**src/design/wrh_pkg.sv**
```systemverilog
// Shared types and constants for the WAV RIFF header parser.
// No dependencies; used by wav_riff_header_parser.
package wrh_pkg;

   // Default width of the byte position counter
   localparam int unsigned WRH_LENGTH_BITS = 20;

   // Widths of the result fields
   localparam int unsigned WRH_OFFSET_BITS = 20;

   // Reset value of the expected sample rate register
   localparam logic [31:0] WRH_RATE_RESET = 32'd24000;

   // Chunk and file tags, first byte in the high bits
   localparam logic [31:0] WRH_TAG_RIFF = 32'h5249_4646;
   localparam logic [31:0] WRH_TAG_WAVE = 32'h5741_5645;
   localparam logic [31:0] WRH_TAG_FMT  = 32'h666D_7420;
   localparam logic [31:0] WRH_TAG_DATA = 32'h6461_7461;

   // Smallest accepted fmt payload and offset of bits per sample in it
   localparam logic [31:0] WRH_FMT_MIN_SIZE = 32'd16;
   localparam logic [31:0] WRH_BITS_AT      = 32'd14;

   // Required format values
   localparam logic [15:0] WRH_FORMAT_PCM = 16'd1;
   localparam logic [15:0] WRH_MONO       = 16'd1;
   localparam logic [15:0] WRH_BITS_16    = 16'd16;

   // Parse phases
   typedef enum logic [2:0] {
      PH_RIFF  = 3'd0,
      PH_RSIZE = 3'd1,
      PH_WAVE  = 3'd2,
      PH_HDR   = 3'd3,
      PH_FMT   = 3'd4,
      PH_DATA  = 3'd5,
      PH_OTHER = 3'd6,
      PH_PAD   = 3'd7
   } phase_type;

   // Parser status flags
   typedef struct packed {
      logic failed;
      logic data_seen;
      logic fmt_seen;
   } status_type;

endpackage

```
**src/design/wav_riff_header_parser.sv**
```systemverilog
// WAV RIFF header parser: walks a byte stream and reports format fields.
// Depends on wrh_pkg for tags, phase type and status flags.
//
//  channel | dir | handshake              | payload
//  --------+-----+------------------------+------------------------------------
//  req     | in  | req_tvalid/req_tready  | tdata: data_byte; tlast: last
//  rsp     | out | rsp_tvalid/rsp_tready  | tuser: valid_res; tdata: fmt fields
//  csr     | in  | csr_valid/csr_ready    | csr_data: expected_rate
//
// One byte per clock sustained, unless a final byte waits for the result register. An
// accepted request is held in the input register and parsed out of it; parsing a
// final byte also loads the result register with the result of that byte. The input
// register holds a final byte only while the result register is full and
// stalled; other bytes never wait. Synchronous reset clears all parser state
// and sets the expected rate to 24000.
module wav_riff_header_parser #(
   parameter int unsigned LENGTH_BITS = wrh_pkg::WRH_LENGTH_BITS
) (
   input  logic          clock,
   input  logic          reset,
   // request stream
   input  logic          req_tvalid,
   output logic          req_tready,
   input  logic [7:0]    req_tdata,   // [7:0] data_byte
   input  logic          req_tlast,
   // result stream
   output logic          rsp_tvalid,
   input  logic          rsp_tready,
   output logic [119:0]  rsp_tdata,   // [15:0] audio_format, [31:16] channel_count,
                                      // [47:32] sample_bits, [79:48] fmt_rate,
                                      // [99:80] payload_offset, [119:100] payload_bytes
   output logic [0:0]    rsp_tuser,   // [0] valid_res
   // expected rate register
   input  logic          csr_valid,
   output logic          csr_ready,
   input  logic [31:0]   csr_data
);

   localparam int unsigned OB = wrh_pkg::WRH_OFFSET_BITS;

   // input register
   logic                   in_valid_ff, in_valid_in;
   logic [7:0]             in_byte_ff;
   logic                   in_last_ff;

   // configuration
   logic [31:0]            rate_cfg_ff;

   // parser state
   logic [LENGTH_BITS-1:0] pos_ff, pos_in, pos_nx;
   wrh_pkg::phase_type     phase_ff, phase_in, phase_nx;
   logic [31:0]            tag_ff, tag_in, tag_nx;
   logic [31:0]            len_ff, len_in, len_nx;
   logic [31:0]            brem_ff, brem_in, brem_nx;
   logic [15:0]            fmt_ff, fmt_in, fmt_nx;
   logic [15:0]            chan_ff, chan_in, chan_nx;
   logic [15:0]            bits_ff, bits_in, bits_nx;
   logic [31:0]            srate_ff, srate_in, srate_nx;
   logic [OB-1:0]          pstart_ff, pstart_in, pstart_nx;
   logic [OB-1:0]          plen_ff, plen_in, plen_nx;
   wrh_pkg::status_type    status_ff, status_in, status_nx;

   // result register
   logic                   rsp_valid_ff, rsp_valid_in;
   logic [119:0]           rsp_data_ff;
   logic                   rsp_ok_ff;

   // datapath helpers
   logic                   advance;
   logic                   pos_full;
   logic                   take;
   logic [31:0]            brem_inc, brem_dec;
   logic [31:0]            fmt_idx;
   logic [31:0]            pos_wide;
   logic                   hdr_tag_byte;
   logic                   tag_done;
   logic                   chunk_open;
   logic                   is_fmt, is_data;
   logic                   end_fail;
   logic                   result_ok;
   logic [119:0]           result_data;

   // Handshakes: a final byte waits only for a free result register
   assign advance    = in_valid_ff && (!in_last_ff || !rsp_valid_ff || rsp_tready);
   assign req_tready = !in_valid_ff || advance;
   assign csr_ready  = 1'b1;
   assign rsp_tvalid = rsp_valid_ff;
   assign rsp_tdata  = rsp_data_ff;
   assign rsp_tuser  = rsp_ok_ff;

   // Decide whether this byte is parsed
   assign pos_full = &pos_ff;
   assign take     = !status_ff.failed && !pos_full;
   assign pos_nx   = take ? pos_ff + LENGTH_BITS'(1) : pos_ff;
   assign pos_wide = 32'(pos_nx);

   assign brem_inc     = brem_ff + 32'd1;
   assign brem_dec     = brem_ff - 32'd1;
   assign fmt_idx      = len_ff - brem_ff;
   assign hdr_tag_byte = (brem_ff < 32'd4);

   // Shift tag and size bytes
   always_comb begin
      tag_nx = tag_ff;
      len_nx = len_ff;
      if (take) begin
         if (phase_ff inside {wrh_pkg::PH_RIFF, wrh_pkg::PH_WAVE} ||
             (phase_ff == wrh_pkg::PH_HDR && hdr_tag_byte)) begin
            tag_nx = {tag_ff[23:0], in_byte_ff};
         end else if (phase_ff == wrh_pkg::PH_HDR) begin
            len_nx = {in_byte_ff, len_ff[31:8]};
         end
      end
   end

   assign is_fmt     = (tag_nx == wrh_pkg::WRH_TAG_FMT);
   assign is_data    = (tag_nx == wrh_pkg::WRH_TAG_DATA);
   assign tag_done   = take && (phase_ff inside {wrh_pkg::PH_RIFF, wrh_pkg::PH_WAVE}) &&
                       (brem_inc == 32'd4);
   assign chunk_open = take && (phase_ff == wrh_pkg::PH_HDR) && (brem_inc >= 32'd8);

   // Next parse phase
   always_comb begin
      phase_nx = phase_ff;
      if (take) begin
         case (phase_ff)
            wrh_pkg::PH_RIFF: begin
               if (brem_inc == 32'd4) phase_nx = wrh_pkg::PH_RSIZE;
            end
            wrh_pkg::PH_RSIZE: begin
               if (brem_inc == 32'd4) phase_nx = wrh_pkg::PH_WAVE;
            end
            wrh_pkg::PH_WAVE: begin
               if (brem_inc == 32'd4) phase_nx = wrh_pkg::PH_HDR;
            end
            wrh_pkg::PH_HDR: begin
               if (chunk_open) begin
                  if (len_nx == 32'd0) phase_nx = wrh_pkg::PH_HDR;
                  else if (is_fmt)     phase_nx = wrh_pkg::PH_FMT;
                  else if (is_data)    phase_nx = wrh_pkg::PH_DATA;
                  else                 phase_nx = wrh_pkg::PH_OTHER;
               end
            end
            wrh_pkg::PH_FMT, wrh_pkg::PH_DATA, wrh_pkg::PH_OTHER: begin
               if (brem_dec == 32'd0) begin
                  phase_nx = len_ff[0] ? wrh_pkg::PH_PAD : wrh_pkg::PH_HDR;
               end
            end
            default: phase_nx = wrh_pkg::PH_HDR;
         endcase
      end
   end

   // Byte counter within a phase
   always_comb begin
      brem_nx = brem_ff;
      if (take) begin
         case (phase_ff)
            wrh_pkg::PH_RIFF, wrh_pkg::PH_RSIZE, wrh_pkg::PH_WAVE: begin
               brem_nx = (brem_inc == 32'd4) ? 32'd0 : brem_inc;
            end
            wrh_pkg::PH_HDR: begin
               brem_nx = chunk_open ? len_nx : brem_inc;
            end
            wrh_pkg::PH_FMT, wrh_pkg::PH_DATA, wrh_pkg::PH_OTHER: begin
               brem_nx = brem_dec;
            end
            default: brem_nx = 32'd0;
         endcase
      end
   end

   // Status flags and data chunk capture
   always_comb begin
      status_nx = status_ff;
      pstart_nx = pstart_ff;
      plen_nx   = plen_ff;
      if (!status_ff.failed && pos_full) status_nx.failed = 1'b1;
      if (tag_done) begin
         if (phase_ff == wrh_pkg::PH_RIFF && tag_nx != wrh_pkg::WRH_TAG_RIFF)
            status_nx.failed = 1'b1;
         if (phase_ff == wrh_pkg::PH_WAVE && tag_nx != wrh_pkg::WRH_TAG_WAVE)
            status_nx.failed = 1'b1;
      end
      if (chunk_open) begin
         if (is_fmt) begin
            if (len_nx < wrh_pkg::WRH_FMT_MIN_SIZE) status_nx.failed = 1'b1;
            else                                    status_nx.fmt_seen = 1'b1;
         end else if (is_data) begin
            pstart_nx           = pos_wide[OB-1:0];
            plen_nx             = len_nx[OB-1:0];
            status_nx.data_seen = 1'b1;
         end
      end
   end

   // Capture fmt payload fields
   always_comb begin
      fmt_nx   = fmt_ff;
      chan_nx  = chan_ff;
      bits_nx  = bits_ff;
      srate_nx = srate_ff;
      if (take && phase_ff == wrh_pkg::PH_FMT) begin
         if (fmt_idx < 32'd2) begin
            if (fmt_idx[0]) fmt_nx[15:8] = in_byte_ff;
            else            fmt_nx[7:0]  = in_byte_ff;
         end else if (fmt_idx < 32'd4) begin
            if (fmt_idx[0]) chan_nx[15:8] = in_byte_ff;
            else            chan_nx[7:0]  = in_byte_ff;
         end else if (fmt_idx < 32'd8) begin
            srate_nx[8*fmt_idx[1:0] +: 8] = in_byte_ff;
         end else if (fmt_idx == wrh_pkg::WRH_BITS_AT ||
                      fmt_idx == wrh_pkg::WRH_BITS_AT + 32'd1) begin
            if (fmt_idx[0]) bits_nx[15:8] = in_byte_ff;
            else            bits_nx[7:0]  = in_byte_ff;
         end
      end
   end

   // Final checks on the last byte
   assign end_fail = (phase_nx inside {wrh_pkg::PH_RIFF, wrh_pkg::PH_RSIZE, wrh_pkg::PH_WAVE,
                                       wrh_pkg::PH_FMT, wrh_pkg::PH_DATA, wrh_pkg::PH_OTHER}) ||
                     (phase_nx == wrh_pkg::PH_PAD && !is_data);

   assign result_ok = !status_nx.failed && !end_fail &&
                      status_nx.fmt_seen && status_nx.data_seen &&
                      fmt_nx == wrh_pkg::WRH_FORMAT_PCM &&
                      chan_nx == wrh_pkg::WRH_MONO &&
                      bits_nx == wrh_pkg::WRH_BITS_16 &&
                      srate_nx == rate_cfg_ff && !plen_nx[0];

   assign result_data = {plen_nx, pstart_nx, srate_nx, bits_nx, chan_nx, fmt_nx};

   // Advance parser state; return to reset after the last byte
   always_comb begin
      pos_in    = pos_ff;
      phase_in  = phase_ff;
      tag_in    = tag_ff;
      len_in    = len_ff;
      brem_in   = brem_ff;
      fmt_in    = fmt_ff;
      chan_in   = chan_ff;
      bits_in   = bits_ff;
      srate_in  = srate_ff;
      pstart_in = pstart_ff;
      plen_in   = plen_ff;
      status_in = status_ff;
      if (advance) begin
         if (in_last_ff) begin
            pos_in    = '0;
            phase_in  = wrh_pkg::PH_RIFF;
            tag_in    = '0;
            len_in    = '0;
            brem_in   = '0;
            fmt_in    = '0;
            chan_in   = '0;
            bits_in   = '0;
            srate_in  = '0;
            pstart_in = '0;
            plen_in   = '0;
            status_in = '0;
         end else begin
            pos_in    = pos_nx;
            phase_in  = phase_nx;
            tag_in    = tag_nx;
            len_in    = len_nx;
            brem_in   = brem_nx;
            fmt_in    = fmt_nx;
            chan_in   = chan_nx;
            bits_in   = bits_nx;
            srate_in  = srate_nx;
            pstart_in = pstart_nx;
            plen_in   = plen_nx;
            status_in = status_nx;
         end
      end
   end

   // Valid flags of the two register stages
   always_comb begin
      in_valid_in = in_valid_ff;
      if (req_tvalid && req_tready) in_valid_in = 1'b1;
      else if (advance)             in_valid_in = 1'b0;
      rsp_valid_in = rsp_valid_ff;
      if (advance && in_last_ff) rsp_valid_in = 1'b1;
      else if (rsp_tready)       rsp_valid_in = 1'b0;
   end

   // Control and parser state registers
   always_ff @(posedge clock) begin
      if (reset) begin
         in_valid_ff  <= 1'b0;
         rsp_valid_ff <= 1'b0;
         rate_cfg_ff  <= wrh_pkg::WRH_RATE_RESET;
         pos_ff       <= '0;
         phase_ff     <= wrh_pkg::PH_RIFF;
         tag_ff       <= '0;
         len_ff       <= '0;
         brem_ff      <= '0;
         fmt_ff       <= '0;
         chan_ff      <= '0;
         bits_ff      <= '0;
         srate_ff     <= '0;
         pstart_ff    <= '0;
         plen_ff      <= '0;
         status_ff    <= '0;
      end else begin
         in_valid_ff  <= in_valid_in;
         rsp_valid_ff <= rsp_valid_in;
         if (csr_valid && csr_ready) rate_cfg_ff <= csr_data;
         pos_ff       <= pos_in;
         phase_ff     <= phase_in;
         tag_ff       <= tag_in;
         len_ff       <= len_in;
         brem_ff      <= brem_in;
         fmt_ff       <= fmt_in;
         chan_ff      <= chan_in;
         bits_ff      <= bits_in;
         srate_ff     <= srate_in;
         pstart_ff    <= pstart_in;
         plen_ff      <= plen_in;
         status_ff    <= status_in;
      end
   end

   // Payload registers: hold the request byte and the result
   always_ff @(posedge clock) begin
      if (req_tvalid && req_tready) begin
         in_byte_ff <= req_tdata;
         in_last_ff <= req_tlast;
      end
      if (advance && in_last_ff) begin
         rsp_data_ff <= result_data;
         rsp_ok_ff   <= result_ok;
      end
   end

endmodule
```
**config.mk**
```make
export PLATFORM = sky130hd
export DESIGN_NAME = wav_riff_header_parser
export DESIGN_NICKNAME = d
export VERILOG_FILES = /design/src/design/wrh_pkg.sv /design/src/design/wav_riff_header_parser.sv
export SDC_FILE = /design/constraint.sdc
export NUM_CORES = 1
export LEC_CHECK = 0
export ABC_AREA = 1
export BUFFER_PORTS_ARGS = -buffer_cell sky130_fd_sc_hd__clkbuf_2
export CORE_ASPECT_RATIO = 2
export CORE_UTILIZATION = 40
export DETAILED_ROUTE_END_ITERATION = 8
export GPL_TIMING_DRIVEN = 0
export PLACE_DENSITY = 0.64
export SETUP_SLACK_MARGIN = 0.2
export SLEW_MARGIN = 20
export SYNTH_ARGS = -nofsm -noshare
export SYNTH_HDL_FRONTEND = slang
export SYNTH_SLANG_ARGS = --single-unit
export TNS_END_PERCENT = 100
```
**constraint.sdc**
```tcl
create_clock -name clock -period 3.8 [get_ports clock]
set_input_delay 0.19 -clock clock [delete_from_list [all_inputs] [get_ports clock]]
set_output_delay 0.19 -clock clock [all_outputs]
set_load 0.01 [all_outputs]
```
==> flow_summary.yaml, run 1 <==
power_and_ir_drop:
  switching_share_pct: 27.7
  power.leakage_nw: 13.7
  clkPwrFrac_pct: 42.4
  switchingPower_mw: 2.69
  ir_drop_mv: 0.355
  pwr-share-seq_pct: 47.0
  internal_power_mw: 7.03
  comb_power_share_pct: 10.6
  power_density_mw_per_mm2: 308
synthesis:
  muxShareOfSynthArea_pct: 0
  synth_seq_cells: 406
  synthTopCellsByCount: "nand2_1, inv_1, nor2_1"
  synthDominantCellAreaShare_pct: 22.8
  synth.avg_cell_area_sq_um: 6.53
  synth_area_leaders: "dfxtp_1, nand2_1, edfxtp_1"
  yosysMostFrequentCell: "nand2_1"
  synthXorXnorAreaFrac_pct: 2.60
  ys.flop_type: "dfxtp_1"
  synth_edf_count: 130
  synth_adder_area_share_pct: 2.15
  ys_types: 52
  ys_seq_area_share_pct: 38.9
  synth_compound_area_share_pct: 11.5
  syn_nets: 3801
  synth_warnings: 0
  synthesis.area_sq_mm: 0.0242
  synth_top_area_cell: "dfxtp_1"
  synth_top_family_by_area: "simple AND/OR/NAND/NOR gates"
  synthesis.instances: 3714
  async_flop_share_pct: 0
  yosys.area_share.simple_pct: 35.3
floorplanning:
  core_sq_mm: 0.0599
  dieArea_sq_mm: 0.0616
  io_pins: 170
  row_count: 127
  start_util_pct: 40.5
  die_w_microns: 176
  die_h_microns: 350
finish:
  nets: 4205
  stdcell_area_sq_mm: 0.0315
  n_fill_cell: 5862
  layout-drive-gt1-share_pct: 22.2
  multi_input_area_sq_mm: 0.0145
  syn_to_final_growth_pct: 30.0
  final-seq-area_sq_mm: 0.00948
  diodes: 0
cts:
  root_buffer: "clkbuf_16"
  cts.sinks: 406
  cts_buffers: 39
  worstSkewPairLatency_ns: 0.60
  cts_tree: "done"
  cts_buffer_depth: 3
  htreeDepth: 2
  clkSlewWorstSetupHoldPaths_ns: 0.07
job:
  drv_cap: 0
detailed_routing:
  dr_wl_met3_mm: 5.67
  vias: 26500
  wirelength_mm: 109
  post_drt_wl_per_cell_microns: 22.2
  firstDrtPassIters: 7
  vias_per_cell: 5.39
  wl_met2_mm: 55.5
  antenna_left: 0
  maxUsedRoutingLayer: "met4"
  post-route-drc-count: 0
  drt_iter0_markers: 2030
  wl_met1_mm: 35.0
global_route:
  overflow: 0
  grtUsageTotal_pct: 34.8
  grt_pass1_vias: 25700
  antenna_found_initial: 0
  grt_first_pass_wirelength_mm: 157
  grt_max_degree: 36
setup_path:
  cp.required_ns: 4.25
  path_class: "register to register"
  crit_path_start_kind: "register"
  end_kind: "register"
  reg2reg_slack_ns: -0.52
  crit_fanout: 6
  worstPathArrival_ns: 4.76
place:
  gp_congestion: 1.04
  place_ws_ns: -1.86
  hpwl_mm: 82.9
  placed_cell_area_sq_mm: 0.0261
  portBuffers: 167
timing:
  max_freq_ghz: 0.232
  maxSlewViolCount: 0
  worst_slew_pin_slew_ns: 1.09
  setup_viol: 5
  layout_setup_ws_ns: -0.516
  period_minus_slack_ns: 4.32
  rsz0062_at_grt: "yes"
  maxSlewHeadroom_pct: 27.3
  fin_worst_skew_ns: 0.0411
  hold_viol: 0
  fin_crit_sh_pct: 114
status:
  outcome: "finished with violations"
  violations: "setup timing"
hold_path:
  hp-class: "input port to register"
==> per-stage QoR <==
step	util [%]	std cells	hold slack (ns)	setup TNS [ns]	power, mW
finish	52.6	4923	0.174	-1.13	9.71
global placement	43.5	4655	0.368	-168.40	5.41
detailed placement	43.6	4659	0.369	-76.33	5.41
global route	52.6	4923	0.257	-1.90	9.94
CTS	50.1	4864	0.144	-0.586	9.66
floorplan	-	3714	0.289	0	5.08
==> worst max-delay path: stages, from the launching register on <==
cell and delay [ns]:
dfxtp_1 0.33, buf_6 0.13, clkinvlp_4 0.25, ha_4 0.41, nand2_1 0.06, nand2_1 0.11, nand3_2 0.11, nand2_4 0.11
nand2_4 0.07, nand2_4 0.08, buf_4 0.11, nand2_1 0.04, nand2_1 0.08, nand2_2 0.07, nor2_4 0.18, nand2_4 0.13
nor2_4 0.18, nand3_4 0.16, nor2_4 0.20, nand2_4 0.10, buf_12 0.15, buf_8 0.13, o21ai_4 0.27, xnor2_1 0.15
nand3_1 0.15, nor2_1 0.14, nand3_1 0.11, nor2_1 0.13
==> repair_timing <==
action                                  in CTS  in global routing
endpoints found under the setup margin     276                234
resized for setup                          417                312
gates cloned                                 2                  3
hold endpoints to repair                    43                  0
setup buffers                               85                 56
hold buffers                                46                  0
pin swaps                                   93                113
==> logic make-up after synthesis <==
kind of cell,after synthesis
adder cells (fa/ha/maj),41
other,1
buffers and inverters,590
AO/OA/AOI/OAI,519
XOR/XNOR,72
flip-flops,406
AND/OR/NAND/NOR,2085
==> cell usage in the layout (no fill, tap or decap), types with 40 or more instances in the layout <==
cell | synthesis | layout
nor2_4 | 8 | 43
dfxtp_1 | 276 | 253
o21ai_0 | 148 | 97
nand3_1 | 215 | 185
inv_1 | 427 | 378
clkbuf_16 | 0 | 41
inv_2 | 8 | 42
dlygate4sd3_1 | 0 | 46
clkbuf_2 | 1 | 177
a21oi_1 | 286 | 265
o21ai_2 | 5 | 40
nand2_4 | 1 | 41
nor2_1 | 348 | 280
nand2_1 | 1363 | 1242
clkbuf_1 | 99 | 95
nor2_2 | 15 | 48
xor2_1 | 55 | 49
nand2_2 | 9 | 90
nand4_1 | 54 | 54
edfxtp_1 | 130 | 130
buf_4 | 9 | 120
buf_6 | 3 | 42
==> per-layer routing <==
metal  track usage [%]  vias to the layer above
met2              63.4                     1122
met3              4.76                      464
met1              32.1                    12300
met4              35.6                        0
met5                 0                        -
li1                  -                    12600
==> path summary, 6_finish.rpt <==
check / from / endpoint / depth (start not counted)
worst max-delay path: brem_ff[2] / rsp_tuser / 27
worst min-delay path: csr_valid / rate_cfg_ff[1] / 4
worst max register to register: brem_ff[2] / rsp_tuser / 27
worst min register to register: pstart_ff[17] / pstart_ff[17] / 2
==> power groups by stage <==
stage               combinational [mW]  sequential, mW  clock (mW)
floorplan                        0.418            4.67           0
global placement                 0.735            4.67           0
detailed placement               0.743            4.67           0
CTS                              0.940            4.57        4.16
global route                      1.08            4.57        4.29
finish                            1.03            4.57        4.12
==> area by class of cell <==
| type | instances | area share, % |
|---|---|---|
| clock inverter | 20 | 0.747 |
| sequential | 406 | 30.1 |
| tap | 774 | 3.07 |
| buffer | 153 | 2.74 |
| timing repair inverter | 1 | 0.0159 |
| clock buffer | 52 | 3.38 |
| multi-input combinational | 2719 | 46.2 |
| timing repair buffer | 361 | 8.43 |
| inverter | 437 | 5.38 |
==> sequential cells by signal (all words and copies together) (netlist names) <==
signal,count
bits_ff,16
brem_ff,32
chan_ff,16
fmt_ff,16
in_byte_ff,8
in_last_ff,1
in_valid_ff,1
len_ff,32
phase_ff,3
plen_ff,20
pos_ff,20
pstart_ff,20
rate_cfg_ff,32
rsp_tdata,120
rsp_tuser,1
rsp_tvalid,1
srate_ff,32
status_ff,3
tag_ff,32
(Power assumes the default switching activity.)
==> run 2: changes to the inputs <==
PLACE_DENSITY = 0.62   (was 0.64)
clock period = 5.5 ns   (was 3.8 ns; I/O delays follow)
==> flow_summary.yaml, run 2 (same netlist as run 1, synthesis figures left out) <==
detailed_routing:
  vias: 25300
  antenna_left: 0
  vias_per_cell: 5.31
  post_drt_wl_per_cell_microns: 21.9
  post-route-drc-count: 0
  drt_iter0_markers: 1724
  wirelength_mm: 104
  firstDrtPassIters: 6
setup_path:
  cpPeakStageDelay_ns: 0.55
  crit_buf_inv: 3
  reg2reg_to: "rsp_tuser"
  worstPathArrival_ns: 5.62
  path_class: "register to register"
  crit_path_start_kind: "register"
  cp.required_ns: 5.93
  cp_common_cell: "nand2_1"
  end_kind: "register"
  crit_fanout: 10
  r2r_start: "brem_ff[1]"
  slowest_stage: "fa_1"
  reg2reg_slack_ns: 0.31
  critPathTopFamily: "simple AND/OR/NAND/NOR gates"
  rr_worst_depth: 26
finish:
  final_cell_mix: "nand2_1, inv_1, nor2_1"
  nets: 4053
  syn_to_final_growth_pct: 15.3
  fin_cells: 4772
  fin_util_pct: 46.7
  layout_commonest_cell: "nand2_1"
  largest_reg_flops: 120
  layout-drive-gt1-share_pct: 9.51
  n_fill_cell: 6400
floorplanning:
  die_h_microns: 350
  row_count: 127
  start_util_pct: 40.5
  io_pins: 170
  dieArea_sq_mm: 0.0616
  core_sq_mm: 0.0599
  die_w_microns: 176
place:
  portBuffers: 167
  hpwl_mm: 82.8
  gp_congestion: 1.02
  dp.cells: 4656
timing:
  rsz0062_at_grt: "no"
  maxSlewViolCount: 0
  period_minus_slack_ns: 5.19
  worst_slew_pin_slew_ns: 1.16
  setup_viol: 0
  fin_worst_skew_ns: 0.0348
  fin_hold_ws_ns: 0.0221
  fin_crit_sh_pct: 94.3
  hold_viol: 0
  max_freq_ghz: 0.193
  maxSlewHeadroom_pct: 21.9
job:
  drv_cap: 0
power_and_ir_drop:
  power_density_mw_per_mm2: 234
  power.leakage_nw: 12.4
  ir_drop_mv: 0.235
cts:
  cts_buffer_depth: 3
  cts_buffers: 39
  cts.sinks: 406
  cts_tree: "done"
  worstSkewPairLatency_ns: 0.59
  root_buffer: "clkbuf_16"
  htreeDepth: 2
  clkSlewWorstSetupHoldPaths_ns: 0.07
hold_path:
  hold_depth: 3
  hp-start: "csr_data[2]"
  hp-class: "input port to register"
  hold_end: "rate_cfg_ff[2]"
global_route:
  overflow: 0
  grtUsageTotal_pct: 33.9
  grt_first_pass_wirelength_mm: 152
  antenna_found_initial: 2
  grt_max_degree: 80
  grt_pass1_vias: 24600
status:
  outcome: "completed"
[run 2: cell types whose count changed in the layout (fill, tap and decap cells not counted), moves of 35 or more]
cell     previous run  this run
nand2_1          1242      1362
buf_4             120        17
nand2_2            90        10
nor2_1            280       341
o21ai_0            97       144
inv_1             378       419
nand2_4            41         1
buf_6              42         3
o21ai_2            40         5
[run 2: per-stage QoR]
stage          total power, mW  worst slack, ns  cell area, sq um  setup TNS, ns
4_1_cts                   6.56            0.220             27700              0
3_3_place_gp              3.74           -0.334             26000         -20.93
6_report                  6.55            0.312             28000              0
3_5_place_dp              3.73           -0.313             26100         -0.313
5_1_grt                   6.71            0.210             28000              0
2_1_floorplan             3.51             1.65             24200              0
[run 2: what timing repair did]
item	in CTS	in global routing
resized for setup	3	46
pin swaps	0	2
buffers inserted	0	8
setup endpoints to repair	1	1
endpoints found under the hold margin	35	0
hold buffers	35	0
[run 2: metal layers]
| metal | up-vias | global-route usage [%] | wire length, microns |
|---|---|---|---|
| met2 | 955 | 62.6 | 53800 |
| li1 | 12300 | - | - |
| met4 | 2 | 34.0 | 12200 |
| met1 | 11600 | 30.5 | 33400 |
| met5 | - | 0 | 13 |
| met3 | 434 | 5.02 | 4980 |
[run 2: cell type report]
class	count	area (sq um)	share of cell area [%]
tap	774	968	3.46
clock inverter	15	213	0.761
multi-input combinational	2718	12600	45.2
clock buffer	57	1080	3.88
inverter	437	1670	5.98
buffer	153	674	2.41
antenna	1	2.50	0.00895
timing repair buffer	211	1270	4.56
sequential	406	9440	33.8
[run 2: worst min-delay path, stage by stage]
cell	delay (ns)
clkbuf_2	0.07
o21ai_0	0.10
a21oi_1	0.12
[run 2: worst max-delay path by stage]
stage,start,end,cells after the start
6_report,brem_ff[1],rsp_tuser,26
3_3_place_gp,brem_ff[0],rsp_tuser,22
5_1_grt,brem_ff[14],rsp_tuser,28
3_5_place_dp,brem_ff[0],rsp_tuser,22
2_1_floorplan,in_last_ff,rsp_tdata[0],4
4_1_cts,brem_ff[7],rsp_tuser,25
[run 2: where the power goes]
group	internal, mW	switching, mW	leakage, nW
clock network	1.57	1.27	0.631
logic	0.144	0.404	8.26
registers	3.13	0.0332	3.47
total	4.84	1.71	12.4
==> run 3: changes to the inputs <==
CELL_PAD_IN_SITES_DETAIL_PLACEMENT = 1   (was unset)
CELL_PAD_IN_SITES_GLOBAL_PLACEMENT = 1   (was unset)
PLACE_DENSITY = 0.8   (was 0.62)
==> flow_summary.yaml, run 3 (same netlist as run 1, synthesis figures left out) <==
setup_path:
  crit_buf_inv: 2
  worstPathArrival_ns: 5.62
  crit_path_start_kind: "register"
  crit_fanout: 10
  reg2reg_to: "rsp_tuser"
  slowest_stage: "ha_2"
  critPathLaunch: "brem_ff[4]"
  cp.required_ns: 5.94
  crit_end: "rsp_tuser"
  critPathTopFamily: "simple AND/OR/NAND/NOR gates"
  end_kind: "register"
  cp_common_cell: "nand2_1"
  rr_worst_depth: 27
  reg2reg_slack_ns: 0.32
  cp.depth: 27
  path_class: "register to register"
  cpPeakStageDelay_ns: 0.47
  r2r_start: "brem_ff[4]"
global_route:
  grt_use_met2_pct: 66.0
  grt_max_degree: 72
  antenna_found_initial: 1
  top_usage_layer: "met2"
  grt_util_met3_pct: 5.10
  grt_pass1_vias: 27500
  grt_first_pass_wirelength_mm: 163
  overflow: 0
  grtUsageTotal_pct: 35.9
  met1_usage_pct: 32.9
finish:
  multi_input_area_sq_mm: 0.0126
  final_cell_mix: "nand2_1, inv_1, nor2_1"
  final-seq-area_sq_mm: 0.00944
  largest_reg_flops: 120
  fin_util_pct: 46.6
  layout_commonest_cell: "nand2_1"
  nets: 4045
  syn_to_final_growth_pct: 15.2
  layout-drive-gt1-share_pct: 9.60
  diodes: 0
  n_fill_cell: 8005
power_and_ir_drop:
  ir_drop_mv: 0.251
  power_density_mw_per_mm2: 239
  power.leakage_nw: 12.3
hold_path:
  hp-class: "input port to register"
timing:
  period_minus_slack_ns: 5.18
  fin_hold_ws_ns: 0.0107
  layout_setup_ws_ns: 0.321
  maxSlewHeadroom_pct: 24.8
  setup_viol: 0
  worst_slew_pin_slew_ns: 1.12
  hold_viol: 0
  rsz0062_at_grt: "no"
  fin_crit_sh_pct: 94.2
  fin_worst_skew_ns: 0.0418
  setup_tns_ns: 0
  max_freq_ghz: 0.193
  maxSlewViolCount: 0
cts:
  clkSlewWorstSetupHoldPaths_ns: 0.07
  root_buffer: "clkbuf_16"
  htreeDepth: 2
  cts_buffer_depth: 3
  worstSkewPairLatency_ns: 0.60
  cts.sinks: 406
  cts_buffers: 40
  cts_tree: "done"
floorplanning:
  core_sq_mm: 0.0599
  row_count: 127
  die_h_microns: 350
  dieArea_sq_mm: 0.0616
  start_util_pct: 40.5
  io_pins: 170
  die_w_microns: 176
place:
  portBuffers: 167
  gp_congestion: 1.02
  hpwl_mm: 85.7
  place_ws_ns: -0.437
detailed_routing:
  post_drt_wl_per_cell_microns: 23.0
  post-route-drc-count: 0
  vias_per_cell: 5.47
  wirelength_mm: 110
  antenna_left: 0
  firstDrtPassIters: 6
  drt_iter0_markers: 1468
  vias: 26000
status:
  outcome: "completed"
job:
  drv_cap: 0
==> run 3: changes by cell type in the layout (fill, tap and decap cells not counted), moves of 4 or more <==
cell | previous run | this run
clkbuf_1 | 113 | 103
dlygate4sd3_1 | 35 | 31
clkinv_4 | 1 | 5
buf_4 | 17 | 12
o21ai_1 | 29 | 24
==> run 3: timing repair <==
item / in CTS / in global routing
pin swaps: 0 / 3
resized for setup: 8 / 37
endpoints found under the setup margin: 1 / 1
hold endpoints to repair: 31 / 0
hold buffers: 31 / 0
buffers inserted: 0 / 3
==> run 3: worst reg2reg max path, stage by stage, from the launching register on <==
cell,delay [ns]
dfxtp_2,0.45
clkinvlp_4,0.30
ha_2,0.48
nand2_1,0.10
nor2_1,0.19
nand3_1,0.09
nand2_1,0.19
nand2_1,0.11
nand2_1,0.13
nand2_1,0.07
nand2_1,0.06
nand2_1,0.05
nor2_1,0.25
nand2_2,0.19
nor2_2,0.28
nand3_2,0.24
nor2_2,0.27
nand2_2,0.14
buf_4,0.20
nand2_1,0.08
o21ai_2,0.10
nand2_1,0.22
nand3b_1,0.12
nor2_2,0.27
nand2_1,0.08
nor2_1,0.12
nand3_2,0.12
nor2_1,0.13
==> run 3: power by group <==
group	internal (mW)	switching, mW
Combinational	0.144	0.419
Sequential	3.13	0.0344
Clock	1.62	1.33
Total	4.89	1.78
==> run 3: metal layers <==
| metal | wire length [microns] | vias up | share of wire (%) |
|---|---|---|---|
| met5 | 11 | - | 0.010 |
| met4 | 12600 | 2 | 11 |
| met1 | 35300 | 12400 | 32 |
| met2 | 57000 | 858 | 52 |
| li1 | - | 12300 | - |
| met3 | 4830 | 447 | 4.4 |
==> run 3: stage by stage <==
step / power [mW] / cells / instance area [sq um]
6_report: 6.67 / 4764 / 27900
5_1_grt: 6.83 / 4764 / 27900
4_1_cts: 6.67 / 4761 / 27800
3_5_place_dp: 3.74 / 4656 / 26100
3_3_place_gp: 3.73 / 4655 / 26000
2_1_floorplan: 3.51 / 3714 / 24200
==> run 3: worst min path at each step <==
stage                 start              end  slack (ns)  cells past startpoint
2_1_floorplan  req_tdata[0]    in_byte_ff[0]        0.37                      0
3_3_place_gp   srate_ff[21]     srate_ff[21]        0.45                      2
6_report       csr_data[28]  rate_cfg_ff[28]        0.01                      3
5_1_grt          req_tvalid      in_valid_ff        0.03                      3
3_5_place_dp   status_ff[2]     status_ff[2]        0.45                      2
4_1_cts         csr_data[9]   rate_cfg_ff[9]       0.001                      3
==> run 3: final cells by class <==
cell class	instances	area share [%]
plain buffers	153	2.41
clock inverters	26	0.990
flip-flops and latches	406	33.8
inverters	437	5.93
well taps	774	3.47
clock buffers	48	3.88
repair buffers	202	4.28
multi-input cells	2718	45.2
